## src/sv/bdepq_pkg.sv

```systemverilog
// Shared constants, types and codes of the bounded double-ended priority queue.
package bdepq_pkg;

	localparam int DEPTH      = 64;
	localparam int TAG_BITS   = 32;
	localparam int PRIO_W     = 64;
	localparam int PORT_TAG_W = 32;
	localparam int REQ_W      = 2;
	// one spare slot: an insert into a full queue lands there before the trim
	localparam int SLOTS      = DEPTH + 1;
	localparam int IDX_W      = $clog2(SLOTS);
	localparam int CNT_W      = $clog2(SLOTS + 1);
	localparam int CAP_W      = 7;
	localparam int TOTAL_W    = 7;
	localparam int CMP_W      = (CNT_W > CAP_W) ? CNT_W : CAP_W;
	localparam int CFG_IDX_W  = 1;
	localparam int CFG_DATA_W = 7;
	localparam int S_TDATA_W  = 96;
	localparam int M_TDATA_W  = 104;
	localparam int CAP_RESET  = 64;

	typedef enum logic [REQ_W-1:0] {
		REQ_INSERT     = 2'd0,
		REQ_PULL_BEST  = 2'd1,
		REQ_PULL_WORST = 2'd2
	} req_t;

	typedef enum logic [CFG_IDX_W-1:0] {
		CFG_PREFER_LOWEST  = 1'b0,
		CFG_CAPACITY_LIMIT = 1'b1
	} cfg_reg_t;

	typedef enum logic [1:0] {
		CELL_HOLD,
		CELL_WRITE,
		CELL_ROTATE,
		CELL_REMOVE
	} cell_op_t;

	typedef enum logic [2:0] {
		ST_IDLE,
		ST_CHECK,
		ST_SCAN,
		ST_REMOVE,
		ST_FINISH
	} state_t;

	typedef struct packed {
		cell_op_t         op;
		logic [IDX_W-1:0] pos;
	} cell_cmd_t;

	typedef struct packed {
		logic [PRIO_W-1:0]   prio;
		logic [TAG_BITS-1:0] tag;
	} entry_t;

endpackage

```

## src/sv/bdepq_cell.sv

```systemverilog
// One cell of the queue chain: holds an entry; loads input, neighbour or head.
module bdepq_cell
	import bdepq_pkg::*;
(
	input  logic             clk,
	input  cell_cmd_t        cmd,
	input  logic [IDX_W-1:0] cell_idx,
	input  entry_t           new_entry,
	input  entry_t           next_entry,
	input  entry_t           head_entry,
	output entry_t           entry
);

	entry_t entry_q;

	always_ff @(posedge clk) begin
		case (cmd.op)
			CELL_WRITE: begin
				if (cell_idx == cmd.pos) entry_q <= new_entry;
			end
			CELL_ROTATE: begin
				// last live cell wraps round to the head
				if (cell_idx == cmd.pos) entry_q <= head_entry;
				else if (cell_idx < cmd.pos) entry_q <= next_entry;
			end
			CELL_REMOVE: begin
				if (cell_idx >= cmd.pos) entry_q <= next_entry;
			end
			default: begin
			end
		endcase
	end

	assign entry = entry_q;

endmodule

```

## config.mk

```make
export PLATFORM = sky130hd
export DESIGN_NAME = bdepq_cell
export DESIGN_NICKNAME = d
export VERILOG_FILES = /design/src/sv/bdepq_pkg.sv /design/src/sv/bdepq_cell.sv
export SDC_FILE = /design/constraint.sdc
export NUM_CORES = 1
export LEC_CHECK = 0
export ABC_AREA = 1
export BUFFER_PORTS_ARGS = -buffer_cell sky130_fd_sc_hd__buf_2
export CORE_AREA = 2 2 156 158
export DETAILED_ROUTE_END_ITERATION = 7
export DIE_AREA = 0 0 158 160
export HOLD_SLACK_MARGIN = 0.1
export PLACE_DENSITY_LB_ADDON = 0.15
export SLEW_MARGIN = 5
export SYNTH_ARGS = -nofsm -noshare
export SYNTH_HDL_FRONTEND = slang
export SYNTH_SLANG_ARGS = --single-unit
```

## constraint.sdc

```tcl
create_clock -name clk -period 4.9 [get_ports clk]
set_clock_uncertainty 0.1 [all_clocks]
set_input_delay 0.98 -clock clk [delete_from_list [all_inputs] [get_ports clk]]
set_output_delay 0.98 -clock clk [all_outputs]
set_load 0.005 [all_outputs]
```

==> metrics <==
Slew Limit Fails 0; share of post-route cells with drive strength above 1 39.72%; critical path launch point type input pin; P&R area growth vs syn 40.55%; Routed Antenna Nets 0; DRC Markers 0; Peak Freq 0.3417 GHz; ratio of total power to cell area 256.5 nW/um^2; wire per inst 14.82 um; vias 6776; DR iter-0 viols 322; Hold WS 0.8187 ns; status finished clean; Clock Tree Root clkbuf_16; nets 1538; Lkg Pwr 4.620 nW; Die Span Y 160 um; met3 layer usage reported by global route 4.912%; Die X 158 um; first-pass GRT wire length 34850 um; Crit Path Max Fanout 60; gpl congestion 0.8109; Core Area 23820 um^2; I/O pins 401; cells after synthesis 858; initial antenna violation count 4; Post-Route Setup TNS 0 ns; XOR/XNOR share of the synthesized area 0%; Post-CTS Resized 0; clock sink count 96; Detailed Place HPWL 16990 um; switch share 27.28%; Critical Path RT 4.80 ns; All-Layer GR Usage 17.69%; clk buf depth 2; GR Util met2 31.09%; DR pass1 iterations 4; max reg flops 96; HP Class in2reg; Port Buffer Count 400; MaxCap Viol Count 0; Avg Synthesized Cell Area 7.401 um^2; CTS tree built; main combinational cell family by area after synthesis simple AND/OR/NAND/NOR gates; Post-CTS Setup Inserts 0; sequential share of power 46.5%; simple-gate portion of the synthesized area 41.40%; Yosys reg bits 96; Adder-Cell Fraction of Synth Area 1.379%; met1 usage 20.90%; peak supply drop 0.09709 mV; ranking of synthesized cells by area edfxtp_1 45%, nand2_1 18%, nand3_1 14%; element type at the critical path end flip-flop; H-tree levels 3; RSZ-0062 raised after global routing no; Final Critical Period 2.927 ns; Final Cell Area 8925 um^2; Setup CP Type in2reg; Power Total 2.290 mW; CTS buffer count 9; WL final 23070 um; Rows 57; vias in the first global route 6539; Die ar. 25280 um^2; Clk pwr share 31.5%; synthesized cell area 6350 um^2; # setup viols final 0; post-synthesis sequential area ratio 45.40%; detail-routed via count per cell 4.352; Mapped Nets 1170; Clock Pin Slew Worst Setup and Hold Paths 0.08 ns; period utilisation layout 59.73%; Synth area leader edfxtp_1; Starting Density 26.66%; Psw 0.6246 mW; Worst Max-Slew Pin Slew 1.134 ns; GR peak layer met2; Comb power frac 22.0%; Final Hold Viols 0; Worst Path Arrival 2.83 ns; grt ovf 0; internal power 1.665 mW; synth unique cells 20; largest net degree at the start of global routing 170; Ys Warns 0; Hold Buf Count CTS 0; Compound-Gate Fraction of Synth Area 2.010%; post-synthesis mux area share 0%; top-area cell type share of the netlist area 45.40%; dpl cell area 8625 um^2; max_slew headroom 24.41%
==> synth_stat cells, drive strengths merged <==
cell and number:
or2 87, o21bai 9, clkbuf 25, o21ai 9
inv 106, a21oi 3, buf 25, nand2 303
nor2 13, edfxtp 96, ha 7, nand3 175
==> cells by family after synthesis <==
logic type / count (synthesis)
buffers and inverters: 156
flip-flops: 96
AO/OA/AOI/OAI: 21
adder cells (fa/ha/maj): 7
AND/OR/NAND/NOR: 578
==> critical path, cell delays in order <==
cell and delay, ns:
buf_2 0.07, inv_1 0.03, ha_1 0.31, nand2_1 0.07, nor2_2 0.13, nand2_4 0.16, nor2_1 0.12, a21oi_1 0.07
nand2_4 0.40, buf_12 0.36
==> worst paths after layout <==
path | endpoint | slack (ns) | cells past startpoint | startpoint
worst min-delay path | entry[77]$_DFFE_PP_ | 0.82 | 3 | new_entry[77]
worst max-delay path | entry[40]$_DFFE_PP_ | 1.97 | 10 | cmd[2]
==> power groups by stage <==
stage                     clock [mW]  sequential, mW  combinational [mW]
after floorplan                    0            1.11               0.188
after global placement             0            1.08               0.517
after detailed placement           0            1.08               0.516
after CTS                      0.755            1.07               0.517
after global routing           0.776            1.08               0.570
final                          0.721            1.06               0.504
==> routing by layer <==
layer / up-vias / routed length, um
li1: 3466 / -
met1: 3021 / 9351
met2: 259 / 11250
met3: 26 / 2000
met4: 4 / 442
met5: - / 21
==> area by class of cell <==
class,instances,area [um^2]
Inverter,106,400.4
Multi-Input combinational cell,606,2856
Antenna cell,2,5.005
Tap cell,324,405.4
Fill cell,2679,14900
Clock buffer,9,225.2
Clock inverter,7,70.07
Timing Repair Buffer,407,2079
Sequential cell,96,2883
==> cells in the final DEF, fill, tap and decap left out <==
cell type / synthesis / final
buf_2: 18 / 400
nand2_1: 301 / 300
nand3_1: 175 / 175
inv_1: 105 / 104
edfxtp_1: 96 / 96
or2_2: 60 / 60
or2_0: 27 / 27
nor2_1: 10 / 10
o21ai_0: 9 / 9
o21bai_1: 9 / 9
clkbuf_16: 0 / 9
ha_1: 7 / 7
buf_4: 0 / 5
a21oi_1: 3 / 3
diode_2: 0 / 2
nor2_4: 1 / 2
nand2_4: 1 / 2
clkinv_2: 0 / 2
clkinv_1: 0 / 2
clkinvlp_4: 0 / 2
buf_12: 0 / 2
nand2_2: 1 / 1
nor2_2: 2 / 1
bufinv_16: 0 / 1
inv_6: 0 / 1
clkinv_4: 0 / 1
==> per-stage QoR <==
stage / worst slack, ns / instances / util [%]
6_report: 1.973 / 1557 / 37.47
5_1_grt: 1.738 / 1557 / 37.47
4_1_cts: 1.963 / 1555 / 37.45
3_5_place_dp: 1.591 / 1539 / 36.21
3_3_place_gp: 1.615 / 1539 / 36.21
2_1_floorplan: 0.2790 / 858 / -
(Power assumes the default switching activity.)
