## config.mk

```make
export PLATFORM = sky130hd
export DESIGN_NAME = bdepq_ctrl
export DESIGN_NICKNAME = d
export VERILOG_FILES = /design/src/sv/bdepq_pkg.sv /design/src/sv/bdepq_ctrl.sv
export SDC_FILE = /design/constraint.sdc
export NUM_CORES = 1
export LEC_CHECK = 0
export BUFFER_PORTS_ARGS = -buffer_cell sky130_fd_sc_hd__buf_2
export CORE_UTILIZATION = 56
export CTS_BUF_LIST = sky130_fd_sc_hd__clkbuf_16
export DETAILED_ROUTE_END_ITERATION = 16
export GPL_TIMING_DRIVEN = 1
export PLACE_DENSITY = 0.88
export SYNTH_ARGS = -nofsm -noshare
export SYNTH_HDL_FRONTEND = slang
export SYNTH_SLANG_ARGS = --single-unit
```

## constraint.sdc

```tcl
create_clock -name clk -period 7.47 [get_ports clk]
set_input_delay 0.3735 -clock clk [delete_from_list [all_inputs] [get_ports clk]]
set_output_delay 0.3735 -clock clk [all_outputs]
set_load 0.02 [all_outputs]
```

## src/sv/bdepq_pkg.sv

```systemverilog
// Shared constants, types and codes of the bounded double-ended priority queue.
package bdepq_pkg;

	localparam int DEPTH      = 64;
	localparam int TAG_BITS   = 32;
	localparam int PRIO_W     = 64;
	localparam int PORT_TAG_W = 32;
	localparam int REQ_W      = 2;
	// one spare slot: an insert into a full queue lands there before the trim
	localparam int SLOTS      = DEPTH + 1;
	localparam int IDX_W      = $clog2(SLOTS);
	localparam int CNT_W      = $clog2(SLOTS + 1);
	localparam int CAP_W      = 7;
	localparam int TOTAL_W    = 7;
	localparam int CMP_W      = (CNT_W > CAP_W) ? CNT_W : CAP_W;
	localparam int CFG_IDX_W  = 1;
	localparam int CFG_DATA_W = 7;
	localparam int S_TDATA_W  = 96;
	localparam int M_TDATA_W  = 104;
	localparam int CAP_RESET  = 64;

	typedef enum logic [REQ_W-1:0] {
		REQ_INSERT     = 2'd0,
		REQ_PULL_BEST  = 2'd1,
		REQ_PULL_WORST = 2'd2
	} req_t;

	typedef enum logic [CFG_IDX_W-1:0] {
		CFG_PREFER_LOWEST  = 1'b0,
		CFG_CAPACITY_LIMIT = 1'b1
	} cfg_reg_t;

	typedef enum logic [1:0] {
		CELL_HOLD,
		CELL_WRITE,
		CELL_ROTATE,
		CELL_REMOVE
	} cell_op_t;

	typedef enum logic [2:0] {
		ST_IDLE,
		ST_CHECK,
		ST_SCAN,
		ST_REMOVE,
		ST_FINISH
	} state_t;

	typedef struct packed {
		cell_op_t         op;
		logic [IDX_W-1:0] pos;
	} cell_cmd_t;

	typedef struct packed {
		logic [PRIO_W-1:0]   prio;
		logic [TAG_BITS-1:0] tag;
	} entry_t;

endpackage

```

## src/sv/bdepq_ctrl.sv

```systemverilog
// Sequencer of the queue: config registers, head compare, count and result register.
module bdepq_ctrl
	import bdepq_pkg::*;
(
	input  logic                  clk,
	input  logic                  arst_n,
	input  logic                  cfg_we,
	input  logic [CFG_IDX_W-1:0]  cfg_index,
	input  logic [CFG_DATA_W-1:0] cfg_data,
	input  logic                  s_tvalid,
	output logic                  s_tready,
	input  logic [REQ_W-1:0]      req,
	input  entry_t                head_entry,
	output cell_cmd_t             cmd,
	output logic                  m_tvalid,
	input  logic                  m_tready,
	output logic                  out_status,
	output logic                  out_drop,
	output entry_t                out_entry,
	output logic [TOTAL_W-1:0]    out_total
);

	state_t             state_q, state_d;
	logic [CNT_W-1:0]   cnt_q;
	logic               prefer_lowest_q;
	logic [CAP_W-1:0]   cap_q;
	logic               ins_q, worst_q;
	logic [IDX_W-1:0]   k_q, sel_q;
	entry_t             cand_q, res_entry_q;
	logic               res_status_q, res_drop_q;
	logic               m_valid_q;

	logic [CMP_W-1:0]   limit, cnt_ext, cnt_dec_ext, cap_ext;
	logic [CNT_W-1:0]   cnt_dec;
	logic [IDX_W-1:0]   last_idx;
	logic               head_better, cand_better, take, accept, out_load;
	req_t               req_e;

	assign req_e       = req_t'(req);
	assign accept      = s_tvalid && s_tready;
	assign cap_ext     = CMP_W'(cap_q);
	assign limit       = (cap_ext > CMP_W'(DEPTH)) ? CMP_W'(DEPTH) : cap_ext;
	assign cnt_dec     = cnt_q - CNT_W'(1);
	assign cnt_ext     = CMP_W'(cnt_q);
	assign cnt_dec_ext = CMP_W'(cnt_dec);
	assign last_idx    = IDX_W'(cnt_dec);

	assign head_better = prefer_lowest_q ? (head_entry.prio < cand_q.prio)
	                                     : (head_entry.prio > cand_q.prio);
	assign cand_better = prefer_lowest_q ? (cand_q.prio < head_entry.prio)
	                                     : (cand_q.prio > head_entry.prio);
	// strict compare keeps the oldest of equal priorities
	assign take        = (k_q == '0) || (worst_q ? cand_better : head_better);
	assign out_load    = (state_q == ST_FINISH) && (!m_valid_q || m_tready);

	always_ff @(posedge clk or negedge arst_n) begin
		if (!arst_n) state_q <= ST_IDLE;
		else state_q <= state_d;
	end

	always_comb begin
		state_d  = state_q;
		cmd.op   = CELL_HOLD;
		cmd.pos  = '0;
		s_tready = (state_q == ST_IDLE);
		case (state_q)
			ST_IDLE: begin
				if (s_tvalid) begin
					case (req_e)
						REQ_INSERT: begin
							cmd.op  = CELL_WRITE;
							cmd.pos = IDX_W'(cnt_q);
							state_d = ST_CHECK;
						end
						REQ_PULL_BEST, REQ_PULL_WORST: begin
							state_d = (cnt_q == '0) ? ST_FINISH : ST_SCAN;
						end
						default: state_d = ST_FINISH;
					endcase
				end
			end
			ST_CHECK: begin
				state_d = (cnt_ext > limit) ? ST_SCAN : ST_FINISH;
			end
			ST_SCAN: begin
				cmd.op  = CELL_ROTATE;
				cmd.pos = last_idx;
				if (k_q == last_idx) state_d = ST_REMOVE;
			end
			ST_REMOVE: begin
				cmd.op  = CELL_REMOVE;
				cmd.pos = sel_q;
				state_d = (ins_q && (cnt_dec_ext > limit)) ? ST_SCAN : ST_FINISH;
			end
			ST_FINISH: begin
				if (!m_valid_q || m_tready) state_d = ST_IDLE;
			end
			default: state_d = ST_IDLE;
		endcase
	end

	// control registers
	always_ff @(posedge clk or negedge arst_n) begin
		if (!arst_n) begin
			cnt_q           <= '0;
			prefer_lowest_q <= 1'b0;
			cap_q           <= CAP_W'(CAP_RESET);
			m_valid_q       <= 1'b0;
		end else begin
			if (cfg_we) begin
				case (cfg_reg_t'(cfg_index))
					CFG_PREFER_LOWEST:  prefer_lowest_q <= cfg_data[0];
					CFG_CAPACITY_LIMIT: cap_q <= cfg_data[CAP_W-1:0];
					default: begin
					end
				endcase
			end
			if (accept && (req_e == REQ_INSERT)) cnt_q <= cnt_q + CNT_W'(1);
			else if (state_q == ST_REMOVE) cnt_q <= cnt_dec;
			if (out_load) m_valid_q <= 1'b1;
			else if (m_tready) m_valid_q <= 1'b0;
		end
	end

	// datapath registers
	always_ff @(posedge clk) begin
		if (accept) begin
			ins_q        <= (req_e == REQ_INSERT);
			worst_q      <= (req_e != REQ_PULL_BEST);
			res_status_q <= ((req_e == REQ_PULL_BEST) || (req_e == REQ_PULL_WORST))
			                && (cnt_q == '0);
			res_entry_q  <= '0;
			res_drop_q   <= 1'b0;
			k_q          <= '0;
		end
		if (state_q == ST_SCAN) begin
			k_q <= k_q + IDX_W'(1);
			if (take) begin
				cand_q <= head_entry;
				sel_q  <= k_q;
			end
		end
		if (state_q == ST_REMOVE) begin
			k_q <= '0;
			if (ins_q) res_drop_q <= 1'b1;
			else res_entry_q <= cand_q;
		end
		if (out_load) begin
			out_status <= res_status_q;
			out_drop   <= res_drop_q;
			out_entry  <= res_entry_q;
			out_total  <= cnt_ext[TOTAL_W-1:0];
		end
	end

	assign m_tvalid = m_valid_q;

`ifndef SYNTH
	a_remove_nonempty: assert property (@(posedge clk) disable iff (!arst_n)
		state_q == ST_REMOVE |-> cnt_q != '0)
		else $error("remove with empty queue");
	a_sel_behind_scan: assert property (@(posedge clk) disable iff (!arst_n)
		(state_q == ST_SCAN) && (k_q != '0) |-> sel_q < k_q)
		else $error("selected slot ahead of scan position");
	a_one_at_a_time: assert property (@(posedge clk) disable iff (!arst_n)
		s_tvalid && s_tready |=> state_q != ST_IDLE)
		else $error("accepted beat not taken into work");
	a_count_bound: assert property (@(posedge clk) disable iff (!arst_n)
		state_q == ST_IDLE |-> cnt_ext <= CMP_W'(DEPTH))
		else $error("entry count above depth while idle");
`endif

endmodule

```

==> results by group <==
GRT
  – Largest net degree at the start of global routing: 98
  – First-pass GRT wire length: 43800 um
  – GRT overflow: 0
  – Vias in the first global route: 8218
  – Overall routing resource usage: 23.8%
  – Initial antenna violation count: 2

Synthesis
  – Leading area contributor after synthesis: edfxtp_1
  – Synth area leaders: edfxtp_1, dfxtp_1, ha_1, a22o_1, dfrtp_1
  – Cells after Synth: 897
  – Number of library cell types mapped by synthesis: 60
  – Syn Area/Cell: 14.4 um^2
  – List of most frequent post-synthesis cells: edfxtp_1, dfxtp_1, a22o_1
  – Mapped cell area: 12900 um^2
  – Top cell type's share of synthesized area: 48.9%
  – EDFF count, synth: 211
  – Ys flop type: edfxtp_1
  – Most frequent cell after synthesis: edfxtp_1
  – Register area share after synthesis: 68.7%
  – Syn nets: 1094
  – Ys async rst share: 5.69%
  – Synthesis Warnings: 0
  – Seq cells post-synth: 334

Timing
  – Ratio of final minimum period to clock period: 51.8%
  – Final setup violation count: 0
  – Tmin final: 3.87 ns
  – Max_slew headroom: 21.2%
  – WHS: 0.0371 ns
  – Slew Viols, Final: 0
  – Worst Max-Slew Pin Slew: 1.18 ns
  – Final worst slack: 3.60 ns
  – Worst Skew: 0.0106 ns
  – Post-route setup TNS: 0 ns
  – RSZ-0062 raised after global routing: false
  – Hold Fails Final Rpt: 0
  – Max Clk Rate: 258 MHz

Die
  – Initial Utilization: 57.2%
  – Ports: 227
  – Die area: 23700 um^2
  – Die X-Extent: 154 um
  – Core area: 22600 um^2
  – Cell Rows: 55
  – Die H: 154 um

Placement
  – IO Port Bufs: 226
  – Placed Area: 14300 um^2
  – HPWL after detailed placement: 18700 um
  – RePlAce Congestion: 0.855
  – Cells after DPL: 1384
  – Pre-CTS setup slack: 3.54 ns

Worst setup path
  – Crit end category: flop
  – Most frequent CP cell: o21ai_0
  – Max incr delay on CP: 0.67 ns
  – Crit path from: cand_q[74]$_DFFE_PP_
  – RR Startpoint: cand_q[74]$_DFFE_PP_
  – Critical path fanouts, max: 52
  – Worst EP arrival: 4.01 ns
  – CP Cell Sequence: ha_1 > and4_1 > nor4b_1 > a221oi_1 > o21a_1 > o21ai_0 > o21ai_0 > a21oi_4 > buf_4
  – WP data required: 7.61 ns
  – Startpoint Class: flop
  – Crit path kind: reg2reg
  – Critical path's slowest cell: buf_4

Layout
  – Share of layout cells above drive strength 1: 26.3%
  – Area delta synth->final: 19.8%
  – Nets: 1333
  – Layout Utilization: 68.5%
  – Post-route insts no fill: 1449
  – Filler instances: 1532
  – Design area: 15500 um^2

Routing
  – Top Layer Used: met4
  – Metal3 WL: 1850 um
  – WL final: 28000 um
  – Vias/cell: 5.66
  – Post-DRT Antenna Nets: 0
  – 1st-iter DRT viols: 489
  – Number of remaining DRC errors: 0
  – WL/cell: 19.3 um
  – M1 WL: 11400 um
  – Routed via count: 8197
  – DRT Pass-1 Iters: 5
  – Met2 wire length: 13900 um

Clock network
  – CTS Buf Count: 34
  – Max clock buf depth: 3
  – Worst skew pair latency: 0.51 ns
  – Clk sinks: 334
  – Post-CTS Setup Inserts: 0
  – Clock-pin slew on the worst setup and hold paths: 0.06 ns
  – CTS tree: done
  – Htree depth: 2
  – Clock Root Buffer: clkbuf_16

Power
  – Pwr/cell area: 390 nW/um^2
  – Int Pwr: 4.14 mW
  – VDD IR max: 0.000305 V
  – Total power: 6.05 mW
  – Combinational power share: 24.4%
  – Flop pwr share: 46.6%
  – Switch share: 31.6%
  – Leakage: 6.55 nW
  – Switching power: 1.91 mW
  – Clock power frac: 29.0%

Run status
  – Status: finished, final reports clean

Hold path
  – Hold WC Path Type: in2reg
  – Hold_sp: head_entry[30]

Flow run
  – Max_cap viols: 0
power by group through the flow:
stage / Sequential [mW] / Combinational (mW) / Clock (mW)
4_1_cts: 2.82 / 1.48 / 1.78
2_1_floorplan: 2.95 / 0.883 / 0
3_5_place_dp: 2.85 / 1.46 / 0
5_1_grt: 2.87 / 1.62 / 1.86
6_report: 2.82 / 1.47 / 1.76
3_3_place_gp: 2.82 / 1.41 / 0
flip-flops by register name (all words and copies together) (netlist names), 3 cells and up:
register     cells
cand_q          96
state_q          3
sel_q            7
cnt_ext          7
k_q              7
res_entry_q     96
cap_ext          7
out_entry       96
out_total        7
timing repair:
item,in CTS,in global routing
hold buffers,1,0
endpoints found under the hold margin,18,0
gates resized for setup,0,0
kinds of logic (layout without fill, tap and decap cells):
group           after synthesis  in the layout  synth area share, %
flops                       334            334                 68.7
compound gates              206            206                 11.8
simple gates                131            131                 5.47
buf+inv                     114            379                 3.70
fa+ha+maj                    86             86                 8.31
xor+xnor                     15             15                 1.07
mux                          11             11                0.928
other cells                   0              2                    0
layer usage:
layer	track usage [%]	vias up
li1	-	3852
met1	30.9	3950
met2	40.2	338
met3	4.17	57
met4	9.00	0
met5	0	-
final timing paths:
| check | slack, ns | endpoint | cells after the start |
|---|---|---|---|
| min | 0.04 | cand_q[30]$_DFFE_PP_ | 1 |
| min in group asynchronous | 0.36 | cap_ext[1]$_DFFE_PN0P_ | 2 |
| min reg2reg | 0.43 | out_entry[78]$_DFFE_PP_ | 0 |
| max | 3.60 | cand_q[10]$_DFFE_PP_ | 9 |
| max in group asynchronous | 6.77 | cap_ext[6]$_DFFE_PN1P_ | 2 |
| max reg2reg | 3.60 | cand_q[10]$_DFFE_PP_ | 9 |
final cells by class:
| class | count | area, um^2 | area share, % |
|---|---|---|---|
| clock inverter | 28 | 318 | 2.05 |
| clock buffer | 34 | 851 | 5.49 |
| timing repair buffer | 232 | 1180 | 7.60 |
| inverter | 85 | 322 | 2.07 |
| antenna | 2 | 5.00 | 0.0323 |
| sequential | 334 | 8890 | 57.3 |
| multi-input combinational | 449 | 3580 | 23.1 |
| tap | 285 | 357 | 2.30 |
critical path: cells and delay by family, from the launching register on:
| family | cells | cell delay (ns) |
|---|---|---|
| AOI/OAI and AO/OA | 5 | 1.37 |
| and+or+nand+nor | 2 | 0.67 |
| buffers and inverters | 1 | 0.67 |
| DFF | 1 | 0.41 |
| adders and majority gates | 1 | 0.33 |
cells in the final DEF, fill, tap and decap left out, drive strengths merged, types with 3 or more instances in the layout:
master / synthesis / layout
nor2b: 6 / 6
ha: 86 / 86
dfrtp: 18 / 18
a31oi: 3 / 3
mux2: 8 / 8
bufinv: 0 / 7
nor3: 7 / 7
nand4: 17 / 17
and3: 4 / 4
nand2: 48 / 48
a22o: 97 / 97
mux2i: 3 / 3
dfxtp: 104 / 104
o21a: 4 / 4
clkinv: 0 / 10
edfxtp: 211 / 211
a21oi: 40 / 40
o21ai: 27 / 27
or2: 3 / 3
o221ai: 3 / 3
clkbuf: 14 / 34
o22ai: 4 / 4
inv: 85 / 95
buf: 15 / 231
o211ai: 6 / 6
xnor2: 10 / 10
nor2: 17 / 17
a221oi: 4 / 4
nor4: 3 / 3
and2: 3 / 3
nand3: 11 / 11
a21o: 6 / 6
xor2: 5 / 5
nand3b: 3 / 3
nand2b: 3 / 3
(Power assumes the default switching activity.)
